**config.mk**
```make
export PLATFORM = sky130hd
export DESIGN_NAME = vbg_ram
export DESIGN_NICKNAME = d
export VERILOG_FILES = /design/src/rtl/vbg_ram.sv
export SDC_FILE = /design/constraint.sdc
export NUM_CORES = 2
export LEC_CHECK = 0
export BUFFER_PORTS_ARGS = -buffer_cell sky130_fd_sc_hd__buf_2
export CAP_MARGIN = 20
export CELL_PAD_IN_SITES_DETAIL_PLACEMENT = 1
export CELL_PAD_IN_SITES_GLOBAL_PLACEMENT = 2
export CORE_MARGIN = 2
export CORE_UTILIZATION = 30
export DETAILED_ROUTE_END_ITERATION = 12
export PLACE_DENSITY_LB_ADDON = 0.1
export RECOVER_POWER = 100
export REMOVE_ABC_BUFFERS = 1
export SYNTH_ARGS = -nofsm -noshare
export SYNTH_HDL_FRONTEND = slang
export SYNTH_SLANG_ARGS = --single-unit
```
**constraint.sdc**
```tcl
create_clock -name aclk -period 3.2 [get_ports aclk]
set_input_delay 0 -clock aclk [delete_from_list [all_inputs] [get_ports aclk]]
set_output_delay 0 -clock aclk [all_outputs]
set_load 0.02 [all_outputs]
```
**src/rtl/vbg_ram.sv**
```systemverilog
// vbg_ram: generic single-write, single-read synchronous RAM, registered read.
// No dependencies.
`timescale 1ns / 1ps
`default_nettype none

module vbg_ram #(
    parameter int WIDTH = 8,
    parameter int DEPTH = 256
) (
    input  wire logic                     aclk,
    input  wire logic                     we,
    input  wire logic [$clog2(DEPTH)-1:0] waddr,
    input  wire logic [WIDTH-1:0]         wdata,
    input  wire logic                     re,
    input  wire logic [$clog2(DEPTH)-1:0] raddr,
    output logic      [WIDTH-1:0]         rdata
);

    logic [WIDTH-1:0] mem [DEPTH];

    always_ff @(posedge aclk) begin
        if (we) begin
            mem[waddr] <= wdata;
        end
        if (re) begin
            rdata <= mem[raddr];
        end
    end

endmodule

`default_nettype wire

```
==> reports/metrics.yaml <==
track_usage_pct: 18.3
drcViolationCount: 0
ios: 35
cts-root-buf: "clkbuf_16"
p_sw_share_pct: 22.1
syn_area_per_cell_um2: 21.3
synth_area_leaders: "edfxtp_1 78%, mux4_2 13%, mux2i_1 1.7%, nor2_1 1.3%, a22oi_1 1.3%"
violations: "capacitance limit, slew limit"
yosys_warnings: 0
ir_drop_uv: 468
tightest_slew_ns: 3.07
drtPass1Iterations: 5
synth_flop_cell: "edfxtp_1"
cts_resized: 0
io_buffer_count: 34
grt_pass1_wl_mm: 346
drive_above_1_share_pct: 24.1
synthDistinctLibCells: 54
leakage_nw: 28.8
p_switching_w: 0.0131
hp-class: "input port to flop"
drtIter0Drc: 3544
worstSetupPathType: "input port to flop"
intPower_w: 0.0462
synth_top_area_share_pct: 77.5
nets: 4291
cts-htree-levels: 4
powerDensity_mw_per_mm2: 632
start_kind: "input port"
p_clk_share_pct: 44.6
syn_to_final_growth_pct: 17.8
grt_pass1_vias: 42313
ant_nets: 0
worstRegToRegCells: 7
reg2reg_to: "rdata[5]"
fp.dieH_um: 519
clock_skew_ns: 0.0658
start_util_pct: 30.1
r2r_slack_ns: 0.17
die-area_mm2: 0.270
wl_per_cell_um: 31.1
min_path_cells: 4
cts_tree: "yes"
whs_endpoint: "mem[180][5]"
clock_latency_ns: 0.89
avgViaCountPerCell: 4.96
num_vias: 39687
grt.overflow.total: 0
synth_most_common_cell: "edfxtp_1"
slew_headroom_pct: -105
period_share_pct: 95.5
ys_ff_latch: 2056
coreArea_mm2: 0.265
num_rows: 189
critical_path_arrival_ns: 3.62
cts.sinks: 2056
dp_hpwl_mm: 157
period_minus_slack_ns: 3.05
worst_setup_path_end_kind: "flop"
clk_pin_slew_worst_paths_ns: 0.06
slew_viol_final: 743
holdCritStartpoint: "waddr[5]"
synthTopCellsByCount: "2056 x edfxtp_1, 454 x mux4_2, 282 x nor2_1"
yosysSeqAreaShare_pct: 77.5
synth-edff-count: 2056
routed_wl_mm: 249
clockBufferDepth: 3
syn_inst: 3733
p_seq_share_pct: 50.2
cts_setup_buffers: 0
grt_antenna_before_repair: 22
hold_buffers: 19
grt_start_max_net_pins: 121
r2r_start: "mem[27][5]"
finalSetupViolCount: 0
total_power_w: 0.0593
final_util_pct: 35.5
hold_ws_ns: 0.0661
place.gp.congestion: 0.754
combPwrFrac_pct: 5.2
cap_violations: 11
outcome: "complete, but fails checks"
yosys.area.top_type: "edfxtp_1"
rsz0062_at_grt: "false"
crit_path_max_fanout: 10
hold_violations: 0
netlist_area_mm2: 0.0796
cp.required_ns: 3.76
cts_inserted_buffers: 227
async_flop_share_pct: 0
max_freq_ghz: 0.327
die_x_um: 519
==> per-stage QoR <==
stage | std cells | TNS (ns) | instance area, um2 | setup slack (ns)
2_1_floorplan | 3500 | 0 | 78200 | 0.707
3_3_place_gp | 7547 | -4.26 | 87300 | -0.982
3_5_place_dp | 7549 | -1.15 | 87400 | -0.353
4_1_cts | 7996 | 0 | 95100 | 0.0742
5_1_grt | 7998 | 0 | 93800 | 0.0685
6_report | 8003 | 0 | 93800 | 0.145
==> area by class of cell <==
class / instances / area (um2)
Inverter: 2 / 7.51
Fill cell: 25719 / 171000
Antenna cell: 7 / 17.5
Multi-Input combinational cell: 1442 / 16600
Sequential cell: 2056 / 61700
Clock buffer: 268 / 5880
Clock inverter: 160 / 1620
Timing Repair Buffer: 535 / 3610
Tap cell: 3533 / 4420
==> worst max-delay path by stage <==
stage,cells after the start,to,from
after floorplan,6,rdata[6],raddr[2]
after global placement,9,rdata[6],raddr[1]
after detailed placement,10,rdata[4],raddr[0]
after CTS,7,rdata[5],mem[27][5]
after global routing,9,mem[5][7],waddr[0]
final,9,mem[5][7],waddr[0]
==> cells by family after synthesis <==
group | synth area share [%]
AOI/OAI and AO/OA | 3.42
buffers and inverters | 1.83
DFF | 77.5
muxes | 14.6
and+or+nand+nor | 2.63
==> worst max-delay path: stages <==
cell	delay, ns
dlygate4sd3_1	0.53
clkbuf_1	0.30
nor2b_1	0.23
clkbuf_1	0.27
nand3_2	0.15
clkbuf_1	1.02
clkbuf_2	0.68
nor2_1	0.11
clkbuf_2	0.27
==> placed cells by master, fill, tap and decap left out, types with 12 or more instances in the layout <==
cell | synthesis | routed
edfxtp_1 | 2056 | 2056
mux4_2 | 454 | 454
clkbuf_1 | 111 | 286
nor2_1 | 282 | 279
clkbuf_16 | 0 | 229
buf_4 | 27 | 144
mux2i_1 | 134 | 134
a22oi_1 | 133 | 133
a21oi_1 | 96 | 96
clkinv_1 | 1 | 68
clkbuf_2 | 0 | 58
buf_12 | 8 | 50
o221ai_1 | 46 | 46
clkinv_2 | 0 | 43
nand2_1 | 33 | 33
nand3_1 | 34 | 29
bufinv_16 | 0 | 29
o22ai_1 | 28 | 28
nor2b_1 | 31 | 28
nor3_1 | 22 | 20
nor4_1 | 24 | 19
dlygate4sd3_1 | 0 | 19
a211oi_1 | 16 | 16
a221oi_1 | 13 | 13
buf_2 | 31 | 12
==> power groups by stage <==
stage | Combinational (W) | Sequential, W | Clock [W]
floorplan | 0.00104 | 0.0303 | 0
global placement | 0.00318 | 0.0303 | 0
detailed placement | 0.00320 | 0.0303 | 0
CTS | 0.00322 | 0.0298 | 0.0272
global route | 0.00327 | 0.0298 | 0.0281
finish | 0.00306 | 0.0298 | 0.0264
==> state kept, by name, indices dropped and copies added (netlist names) <==
signal  cells
mem      2048
rdata       8
==> metal layers <==
layer | vias up | global-route usage, % | part of all wire, %
li1 | 16824 | - | -
met3 | 327 | 2.80 | 4.6
met1 | 21642 | 25.5 | 45
met2 | 890 | 29.5 | 48
met5 | - | 0 | 0.011
met4 | 4 | 5.84 | 3.0
Note: power is estimated with default switching activity, not from simulation.
