===== src/rtl/vbg_pkg.sv =====
// vbg_pkg: shared constants, types and helpers for the visibility bit-plane grid.
// Used by every module of the block except vbg_ram; has no dependencies.
`timescale 1ns / 1ps
`default_nettype none

package vbg_pkg;

    localparam int MAX_COLUMNS = 256;
    localparam int MAX_ROWS    = 256;
    localparam int STORE_SIZE  = MAX_COLUMNS * MAX_ROWS;
    localparam int ADDR_W      = $clog2(STORE_SIZE);
    localparam int CNT_W       = ADDR_W + 1;
    localparam int MAP_W       = 9;
    localparam int BYTE_W      = 8;
    localparam int COORD_W     = 8;
    localparam int PROD_W      = 2 * MAP_W;
    localparam int APB_ADDR_W  = 4;
    localparam int APB_DATA_W  = 32;

    localparam logic [MAP_W-1:0]  MAP_WIDTH_RST  = 9'd256;
    localparam logic [MAP_W-1:0]  MAP_HEIGHT_RST = 9'd256;
    localparam logic [BYTE_W-1:0] BLOCKED_RST    = 8'd0;
    localparam logic [BYTE_W-1:0] UNBLOCKED_RST  = 8'd255;

    typedef enum logic [1:0] {
        ACT_ADD    = 2'd0,
        ACT_REMOVE = 2'd1,
        ACT_CLEAR  = 2'd2,
        ACT_READ   = 2'd3
    } action_t;

    typedef enum logic [1:0] {
        REG_MAP_WIDTH  = 2'd0,
        REG_MAP_HEIGHT = 2'd1,
        REG_BLOCKED    = 2'd2,
        REG_UNBLOCKED  = 2'd3
    } reg_idx_t;

    typedef struct packed {
        logic [MAP_W-1:0]  map_width;
        logic [MAP_W-1:0]  map_height;
        logic [BYTE_W-1:0] blocked_value;
        logic [BYTE_W-1:0] unblocked_value;
    } cfg_t;

    typedef struct packed {
        logic              busy;
        logic              we;
        logic [ADDR_W-1:0] addr;
        logic [BYTE_W-1:0] data;
    } sweep_t;

    // Map register limited to the grid dimension actually built.
    function automatic logic [MAP_W-1:0] active_dim(input logic [MAP_W-1:0] v,
                                                    input int unsigned lim);
        logic [MAP_W-1:0] r;
        r = v;
        if (int'(v) > int'(lim)) begin
            r = MAP_W'(lim);
        end
        return r;
    endfunction

endpackage

`default_nettype wire


===== src/rtl/vbg_clear_sweep.sv =====
// vbg_clear_sweep: address counter that fills the first N cells, one per cycle.
// Runs a full-store zero fill out of reset. Depends on vbg_pkg.
`timescale 1ns / 1ps
`default_nettype none

module vbg_clear_sweep
    import vbg_pkg::*;
(
    input  wire logic              aclk,
    input  wire logic              aresetn,
    input  wire logic              start,
    input  wire logic [CNT_W-1:0]  area,
    input  wire logic [BYTE_W-1:0] fill,
    output sweep_t                 sweep
);

    logic              busy_reg;
    logic [CNT_W-1:0]  addr_reg;
    logic [CNT_W-1:0]  limit_reg;
    logic [BYTE_W-1:0] fill_reg;
    logic [CNT_W-1:0]  addr_next;

    assign addr_next = addr_reg + CNT_W'(1);

    always_ff @(posedge aclk) begin
        if (!aresetn) begin
            busy_reg  <= 1'b1;
            addr_reg  <= '0;
            limit_reg <= CNT_W'(STORE_SIZE);
            fill_reg  <= '0;
        end else if (busy_reg) begin
            addr_reg <= addr_next;
            if (addr_next == limit_reg) begin
                busy_reg <= 1'b0;
            end
        end else if (start) begin
            addr_reg  <= '0;
            limit_reg <= area;
            fill_reg  <= fill;
            busy_reg  <= (area != '0);
        end
    end

    assign sweep.busy = busy_reg;
    assign sweep.we   = busy_reg;
    assign sweep.addr = addr_reg[ADDR_W-1:0];
    assign sweep.data = fill_reg;

endmodule

`default_nettype wire


===== config.mk =====
export PLATFORM = sky130hd
export DESIGN_NAME = vbg_clear_sweep
export DESIGN_NICKNAME = d
export VERILOG_FILES = /design/src/rtl/vbg_pkg.sv /design/src/rtl/vbg_clear_sweep.sv
export SDC_FILE = /design/constraint.sdc
export NUM_CORES = 1
export LEC_CHECK = 0
export CORE_AREA = 4 4 79 81
export DETAILED_ROUTE_END_ITERATION = 6
export DIE_AREA = 0 0 83 85
export DONT_BUFFER_PORTS = 1
export HOLD_SLACK_MARGIN = 0.08
export PLACE_DENSITY = 0.69
export SLEW_MARGIN = 10
export SYNTH_ARGS = -nofsm -noshare
export SYNTH_HDL_FRONTEND = slang
export SYNTH_SLANG_ARGS = --single-unit

===== constraint.sdc =====
create_clock -name aclk -period 4.5 [get_ports aclk]
set_input_delay 0.9 -clock aclk [delete_from_list [all_inputs] [get_ports aclk]]
set_output_delay 0.9 -clock aclk [all_outputs]
set_load 0.01 [all_outputs]

==> results.sh <==
export IMPL_outcome="finished, final reports clean"
export IMPL_clock_root_buffer="clkbuf_8"
export IMPL_crit_buf_inv=0
export IMPL_dpl_hpwl_mm=4.14
export IMPL_layout_common_cells="nand2_1 (58), dfxtp_1 (43), a21oi_1 (41), nor2_1 (24), xnor2_1 (18)"
export IMPL_rsz0062_at_grt="false"
export IMPL_finalHoldViolations=0
export IMPL_synthCells=318
export IMPL_start_kind="register"
export IMPL_dieWidth_um=83
export IMPL_ys_warn_count=0
export IMPL_nFillCells=573
export IMPL_grt_pass1_vias=1987
export IMPL_pin_count=54
export IMPL_dp_cells=354
export IMPL_syn2layout_area_growth_pct=-0.104
export IMPL_die_y_um=85
export IMPL_r2r_cells=7
export IMPL_antenna_found_initial=0
export IMPL_viasPerCell=5.56
export IMPL_final_nets=318
export IMPL_vias=2008
export IMPL_synth_seq_cells=43
export IMPL_synth_top_area_cell="dfxtp_1"
export IMPL_clkTransAtPathRegs_ns=0.08
export IMPL_synth_edf_count=0
export IMPL_rows=27
export IMPL_coreArea_mm2=0.00547
export IMPL_antenna_left=0
export IMPL_hold_path_depth=2
export IMPL_cp_data_arrival_time_ns=2.82
export IMPL_cpPeakStageDelay_ns=0.54
export IMPL_required_ns=4.70
export IMPL_power_leakage_uw=0.000818
export IMPL_max_slew_margin_pct=24.8
export IMPL_crit_path_top_delay_cell="dfxtp_1"
export IMPL_dieArea_mm2=0.00706
export IMPL_grtUsageTotal_pct=17.3
export IMPL_cts_tree="done"
export IMPL_grt_pass1_wl_mm=9.89
export IMPL_slew_viol_final=0
export IMPL_wl_per_cell_um=16.0
export IMPL_synth_area_top_cells="dfxtp_1 (36%), nand2_1 (9.0%), a21oi_1 (8.5%)"
export IMPL_wirelength_mm=5.79
export IMPL_fin_setup_tns_ns=0
export IMPL_final_common_cell="nand2_1"
export IMPL_cts_resized=0
export IMPL_ir_drop_mv=0.147
export IMPL_drtIter0Drc=143
export IMPL_synth_async_reset_ratio_pct=0
export IMPL_post_route_period_util_pct=58.1
export IMPL_path_class="reg -> reg"
export IMPL_path_delay_family="simple AND/OR/NAND/NOR gates"
export IMPL_port_buffers=0
export IMPL_cts_made_buffers=5
export IMPL_final_setup_viol_count=0
export IMPL_timing_rr_start="addr_reg[0]"
export IMPL_finClkSkew_ns=0.00254
export IMPL_grt_overflow=0
export IMPL_worstHoldPathType="reg -> reg"
export IMPL_reg2reg_to="busy_reg"
export IMPL_path_cells="ha_1 > nand3_1 > nor4_1 > xnor2_1 > nand2_1 > or4_1 > o31a_1"
export IMPL_max_clock_path_buffers=2
export IMPL_max_cap_violations=0
export IMPL_worst_pin_slew_ns=1.12
export IMPL_grt_max_degree=26
export IMPL_synth_distinct_cells=43
export IMPL_postCtsSetupBuffers=0
export IMPL_power_uw=711
export IMPL_cellPowerDensity_mw_per_mm2=294
export IMPL_clk_latency_ns=0.31
export IMPL_crit_path_max_fanout=7
export IMPL_yosysSeqAreaShare_pct=35.6
export IMPL_final_layout_size_suffix_gt1_share_pct=6.23
export IMPL_cts_max_level=2
export IMPL_start_util_pct=44.1
export IMPL_min_from="limit_reg[1]"
export IMPL_netlist_area_mm2=0.00242
export IMPL_end_kind="register"
export IMPL_regToRegSetupSlack_ns=1.89
export IMPL_timing_final_crit_period_ns=2.61
export IMPL_ys_flop_type="dfxtp_1"
export IMPL_diodes=0
export IMPL_synth_fp_nets=347
export IMPL_synth_avg_cell_area_um2=7.60
export IMPL_final_cell_count_no_fill=361
export IMPL_gp_congestion=0.844
export IMPL_synth_top_area_share_pct=35.6
export IMPL_drtPass1Iterations=4
export IMPL_hold_buffers=0
export IMPL_drc=0
export IMPL_fmax_mhz=382
export IMPL_whs_endpoint="limit_reg[1]"
export IMPL_cts_sinks=43
[metal layers]
metal | track usage (%) | vias to the layer above | share of wire [%]
met4 | 4.90 | 0 | 1.2
met3 | 9.13 | 7 | 12
li1 | - | 1015 | -
met1 | 20.6 | 919 | 43
met2 | 27.3 | 67 | 44
met5 | 0 | - | 0
[synthesized netlist by cell type (all sizes together) (3+ instances only)]
master and n:
o21ai 4, clkbuf 18, nand2 58, nor4 6, nand3 12, dfxtp 43
xnor2 18, nand4 8, a21oi 41, a21o 8, nand3b 3, nor2 24
nor3 12, mux2i 4, buf 21, inv 4, xor2 7, and3 3
[through the flow]
| step | area (um^2) | setup slack (ns) | hold slack [ns] | utilization, % |
|---|---|---|---|---|
| after floorplan | 2420 | 2.23 | 0.448 | - |
| after global placement | 2310 | 2.03 | 0.459 | 42.2 |
| after detailed placement | 2310 | 1.92 | 0.466 | 42.2 |
| after CTS | 2410 | 1.88 | 0.477 | 44.1 |
| after global routing | 2410 | 1.60 | 0.503 | 44.1 |
| final | 2410 | 1.89 | 0.473 | 44.1 |
[area by class of cell]
| cell class | instances | area (um^2) | share of cell area, % |
|---|---|---|---|
| Clock buffer | 5 | 68.8 | 2.85 |
| Clock inverter | 2 | 37.5 | 1.56 |
| Inverter | 4 | 15.0 | 0.622 |
| Multi-Input combinational cell | 232 | 1320 | 54.6 |
| Sequential cell | 43 | 861 | 35.7 |
| Tap cell | 72 | 90.1 | 3.73 |
| Timing Repair Buffer | 3 | 22.5 | 0.933 |
[report_power, final]
group / internal [uW] / switching [uW] / leakage (uW) / total (uW)
combinational: 8.48 / 11.6 / 0.000421 / 20.1
sequential: 382 / 6.01 / 0.000347 / 388
clock: 162 / 140 / 0.0000502 / 302
total: 553 / 158 / 0.000818 / 711
[tightest hold or removal path: stages (launching register included)]
cell	delay, ns
dfxtp_1	0.32
nand2_1	0.05
a21oi_1	0.05
[cells by family after synthesis]
| family | Yosys count | share of synthesized area, % |
|---|---|---|
| compound gates | 65 | 15.8 |
| simple gates | 136 | 27.1 |
| xor+xnor | 25 | 9.06 |
| buf+inv | 43 | 9.79 |
| mux | 5 | 2.12 |
| fa+ha+maj | 1 | 0.518 |
| flops | 43 | 35.6 |
[worst max path at each step]
stage	slack (ns)	cells past startpoint	startpoint	to
final	1.89	7	addr_reg[0]	busy_reg
after CTS	1.88	7	addr_reg[0]	busy_reg
after detailed placement	1.92	7	addr_reg[0]	busy_reg
after global placement	2.03	7	addr_reg[0]	busy_reg
after floorplan	2.23	7	addr_reg[0]	busy_reg
after global routing	1.60	7	addr_reg[0]	busy_reg
No activity file was read; power rests on OpenSTA's default activity.
