**src/rtl/vbg_pkg.sv**
```systemverilog
// vbg_pkg: shared constants, types and helpers for the visibility bit-plane grid.
// Used by every module of the block except vbg_ram; has no dependencies.
`timescale 1ns / 1ps
`default_nettype none

package vbg_pkg;

    localparam int MAX_COLUMNS = 256;
    localparam int MAX_ROWS    = 256;
    localparam int STORE_SIZE  = MAX_COLUMNS * MAX_ROWS;
    localparam int ADDR_W      = $clog2(STORE_SIZE);
    localparam int CNT_W       = ADDR_W + 1;
    localparam int MAP_W       = 9;
    localparam int BYTE_W      = 8;
    localparam int COORD_W     = 8;
    localparam int PROD_W      = 2 * MAP_W;
    localparam int APB_ADDR_W  = 4;
    localparam int APB_DATA_W  = 32;

    localparam logic [MAP_W-1:0]  MAP_WIDTH_RST  = 9'd256;
    localparam logic [MAP_W-1:0]  MAP_HEIGHT_RST = 9'd256;
    localparam logic [BYTE_W-1:0] BLOCKED_RST    = 8'd0;
    localparam logic [BYTE_W-1:0] UNBLOCKED_RST  = 8'd255;

    typedef enum logic [1:0] {
        ACT_ADD    = 2'd0,
        ACT_REMOVE = 2'd1,
        ACT_CLEAR  = 2'd2,
        ACT_READ   = 2'd3
    } action_t;

    typedef enum logic [1:0] {
        REG_MAP_WIDTH  = 2'd0,
        REG_MAP_HEIGHT = 2'd1,
        REG_BLOCKED    = 2'd2,
        REG_UNBLOCKED  = 2'd3
    } reg_idx_t;

    typedef struct packed {
        logic [MAP_W-1:0]  map_width;
        logic [MAP_W-1:0]  map_height;
        logic [BYTE_W-1:0] blocked_value;
        logic [BYTE_W-1:0] unblocked_value;
    } cfg_t;

    typedef struct packed {
        logic              busy;
        logic              we;
        logic [ADDR_W-1:0] addr;
        logic [BYTE_W-1:0] data;
    } sweep_t;

    // Map register limited to the grid dimension actually built.
    function automatic logic [MAP_W-1:0] active_dim(input logic [MAP_W-1:0] v,
                                                    input int unsigned lim);
        logic [MAP_W-1:0] r;
        r = v;
        if (int'(v) > int'(lim)) begin
            r = MAP_W'(lim);
        end
        return r;
    endfunction

endpackage

`default_nettype wire

```
**src/rtl/vbg_cfg_regs.sv**
```systemverilog
// vbg_cfg_regs: APB register file for map size and alpha values.
// Depends on vbg_pkg.
`timescale 1ns / 1ps
`default_nettype none

module vbg_cfg_regs
    import vbg_pkg::*;
(
    input  wire logic                  aclk,
    input  wire logic                  aresetn,
    input  wire logic                  psel,
    input  wire logic                  penable,
    input  wire logic                  pwrite,
    input  wire logic [APB_ADDR_W-1:0] paddr,
    input  wire logic [APB_DATA_W-1:0] pwdata,
    output logic      [APB_DATA_W-1:0] prdata,
    output logic                       pready,
    output cfg_t                       cfg
);

    cfg_t     cfg_reg;
    reg_idx_t idx;

    assign idx    = reg_idx_t'(paddr[3:2]);
    assign pready = 1'b1;
    assign cfg    = cfg_reg;

    always_ff @(posedge aclk) begin
        if (!aresetn) begin
            cfg_reg.map_width       <= MAP_WIDTH_RST;
            cfg_reg.map_height      <= MAP_HEIGHT_RST;
            cfg_reg.blocked_value   <= BLOCKED_RST;
            cfg_reg.unblocked_value <= UNBLOCKED_RST;
        end else if (psel && penable && pwrite && pready) begin
            unique case (idx)
                REG_MAP_WIDTH:  cfg_reg.map_width       <= pwdata[MAP_W-1:0];
                REG_MAP_HEIGHT: cfg_reg.map_height      <= pwdata[MAP_W-1:0];
                REG_BLOCKED:    cfg_reg.blocked_value   <= pwdata[BYTE_W-1:0];
                REG_UNBLOCKED:  cfg_reg.unblocked_value <= pwdata[BYTE_W-1:0];
                default:        ;
            endcase
        end
    end

    always_comb begin
        unique case (idx)
            REG_MAP_WIDTH:  prdata = APB_DATA_W'(cfg_reg.map_width);
            REG_MAP_HEIGHT: prdata = APB_DATA_W'(cfg_reg.map_height);
            REG_BLOCKED:    prdata = APB_DATA_W'(cfg_reg.blocked_value);
            REG_UNBLOCKED:  prdata = APB_DATA_W'(cfg_reg.unblocked_value);
            default:        prdata = '0;
        endcase
    end

endmodule

`default_nettype wire

```
**config.mk**
```make
export PLATFORM = sky130hd
export DESIGN_NAME = vbg_cfg_regs
export DESIGN_NICKNAME = d
export VERILOG_FILES = /design/src/rtl/vbg_pkg.sv /design/src/rtl/vbg_cfg_regs.sv
export SDC_FILE = /design/constraint.sdc
export NUM_CORES = 1
export LEC_CHECK = 0
export ABC_CLOCK_PERIOD_IN_PS = 1300
export BUFFER_PORTS_ARGS = -buffer_cell sky130_fd_sc_hd__buf_2
export CAP_MARGIN = 15
export CORE_ASPECT_RATIO = 0.5
export CORE_MARGIN = 1.5
export CORE_UTILIZATION = 38
export CTS_CLUSTER_SIZE = 20
export DETAILED_ROUTE_END_ITERATION = 6
export PLACE_DENSITY_LB_ADDON = 0.12
export SYNTH_ARGS = -nofsm -noshare
export SYNTH_HDL_FRONTEND = slang
export SYNTH_SLANG_ARGS = --single-unit
```
**constraint.sdc**
```tcl
create_clock -name aclk -period 1.3 [get_ports aclk]
set_clock_uncertainty 0.15 [all_clocks]
set_input_delay 0.195 -clock aclk [delete_from_list [all_inputs] [get_ports aclk]]
set_output_delay 0.195 -clock aclk [all_outputs]
set_load 0.01 [all_outputs]
```
==> impl_results.md <==
- Die Height: between 50 and 60 microns
- Power per cell area: roughly 900 nW/um^2
- Detail Placement HPWL: between 2000 and 3000 microns
- Worst EP required: approximately 0.95 ns
- Hold path endpoint: cfg[24]$_SDFFE_PN1P_
- Initial antenna violation count: 0
- RR Endpoint: cfg[1]$_SDFFE_PN1P_
- Post-Syn Instances: 172
- Post-DRT Antenna Nets: 0
- Clock share of power: 0.359
- Clock latency on the worst-skew pair: between 0.2 and 0.3 ns
- Combinational Power Share: 0.155
- Commonest non-fill, non-tap cell in the layout: buf_2
- Crit Path Category: reg -> out
- Netlist cell types: 22
- HP Class: in -> reg
- Maximum root-to-sink buffer count: 2
- Layout cells sized above 1: 0.535
- Status: complete, but fails checks
- Number of synthesis warnings: 0
- Setup ws final: -0.264 ns
- Max Fclk: around 640 MHz
- CTS clk-pin slew, worst paths: roughly 0.07 ns
- Die footprint: approximately 5200 sq um
- Avg WL per Cell: 12.8 microns
- Place WS: -0.216 ns
- Crit path DAT: between 1 and 1.5 ns
- CTS tree: built
- Drc violations: 0
- PortBufs: 58
- Sequential element share of the synthesized area: 0.380
- DRT iter0 DRCs: 44
- Peak fanout along the critical path: 2
- Root Driver: clkbuf_8
- Tcrit/Tclk final: 1.20
- Largest net degree at the start of global routing: 37
- Power Internal: around 1.6 mW
- Largest register FFs: 34
- DR pass1 iterations: 4
- Depth of the CTS H-tree: 2
- Fin crit period: about 1.6 ns
- R2R depth: 3
- Initial Util: 0.401
- Num CTS Buffers: 5
- # diodes: 0
- Die Width: approximately 100 microns
- Flops & latches, synth: 34
- WHS Path Cells: 3
- Fin util: 0.546
- Net count reported at finish: around 300
- Switching part of the total: 0.251
- Via density: 4.59
- Violated checks: negative setup slack
- I/O pins: approximately 110
- Worst IR Drop VDD: ~0.43 mV
- Startpoint types: register
- Setup Viol. Count Final: 8
- Synth Cell Area: approximately 1800 sq um
- Critical path endpoint category: output pin
- Final Slew Violations: 0
- Most frequent cells in the layout: buf_2 (50), nand2_1 (32), buf_4 (29)
- Fin area: around 2400 sq um
- RSZ-0062 raised after global routing: yes
- Final hold vios: 0
- Placed Instance Area: between 2000 and 2500 sq um
- Vias in the first global route: ~1,300
- First-pass GRT wire length: roughly 6400 microns
- Sequential share of power: 0.486
- Syn avg cell area: 10.4 sq um
- CTS sink cnt: 34
- Hold_ws: a little under 0.03 ns
- Leakage power: about 1.2 nW
- Row count: 17
- Routed WL: about 4000 microns
- Syn-to-layout area delta: 36.3%
- Gr ovfl total: 0
- Switching power total: ~0.55 mW
- Area of the core: 4470 sq um
- Hold Path Origin: pwdata[8]
- GPL Wtd Cong: 0.705
- Via count: 1,446
- Total of max-cap violations: 0
- All-Layer GR Usage: 0.165
- Flop2flop setup slack: around 0.4 ns
- Fillers: 416
- Design Power: roughly 2.2 mW
- Worst r2r src: cfg[1]$_SDFFE_PN1P_
-- worst max-delay path by stage --
stage / start / slack, ns / endpoint / cells past startpoint
after CTS: cfg[5]$_SDFFE_PN1P_ / -0.27 / prdata[5] / 2
after global placement: paddr[3] / -0.21 / prdata[0] / 4
after detailed placement: paddr[3] / -0.22 / prdata[7] / 4
after floorplan: paddr[3] / 0.09 / prdata[0] / 2
final: cfg[5]$_SDFFE_PN1P_ / -0.26 / prdata[5] / 2
after global routing: cfg[5]$_SDFFE_PN1P_ / -0.29 / prdata[5] / 2
-- area by class of cell --
cell class	count	area [sq um]	area share
Multi-Input combinational cell	116	901	0.369
Sequential cell	34	708	0.290
Timing Repair Buffer	91	634	0.260
Clock buffer	7	86.3	0.0354
Tap cell	57	71.3	0.0292
Inverter	9	33.8	0.0138
Clock inverter	1	5.00	0.00205
-- cells in the mapped netlist --
library cell	count	area, sq um
dfxtp_1	34	681
nand2_1	32	120
mux2i_1	27	270
buf_4	25	188
inv_1	8	30.0
mux4_2	8	180
o21ai_1	6	30.0
o311ai_1	6	52.6
buf_6	4	45.0
clkbuf_1	4	15.0
nor2b_1	3	18.8
buf_2	2	10.0
conb_1	2	7.51
o21ai_2	2	17.5
o311ai_2	2	32.5
and3_4	1	11.3
inv_2	1	3.75
nand3b_4	1	20.0
nand4_4	1	21.3
nor2_1	1	3.75
nor2_8	1	20.0
nor3b_2	1	12.5
-- per-stage QoR --
step,cells,setup TNS [ns]
2_1_floorplan,194,0
3_3_place_gp,300,-2.38
3_5_place_dp,300,-2.67
4_1_cts,313,-2.05
5_1_grt,315,-2.23
6_report,315,-1.96
-- worst max-delay path, stage by stage, from the launching register on --
cell	delay (ns)
dfxtp_2	0.32
mux4_2	0.48
buf_6	0.14
-- power by group through the flow --
| stage | combinational [mW] | clock [mW] | sequential, mW |
|---|---|---|---|
| 6_report | 0.341 | 0.790 | 1.07 |
| 5_1_grt | 0.371 | 0.854 | 1.07 |
| 4_1_cts | 0.336 | 0.820 | 1.07 |
| 2_1_floorplan | 0.227 | 0 | 1.10 |
| 3_5_place_dp | 0.317 | 0 | 1.09 |
| 3_3_place_gp | 0.314 | 0 | 1.09 |
-- cells by family (layout without fill, tap and decap cells) --
family	Yosys count	after routing	synth area share
AO/OA/AOI/OAI	16	16	0.0741
AND/OR/NAND/NOR	41	41	0.127
other	2	24	0.00419
multiplexers	35	35	0.252
buffers and inverters	44	108	0.163
flip-flops	34	34	0.380
-- routing by layer --
layer | routed length (microns) | track usage | up-vias
li1 | - | - | 712
met1 | 1940 | 0.213 | 676
met2 | 1860 | 0.277 | 54
met3 | 205 | 0.0417 | 4
met4 | 43 | 0.0493 | 0
met5 | 0 | 0 | -
-- timing repair --
action,CTS,global route
hold endpoints to repair,0,0
resized for setup,17,13
hold buffers,0,0
setup buffers,5,2
endpoints found under the setup margin,8,9
Power figures use the tool's default switching activity.
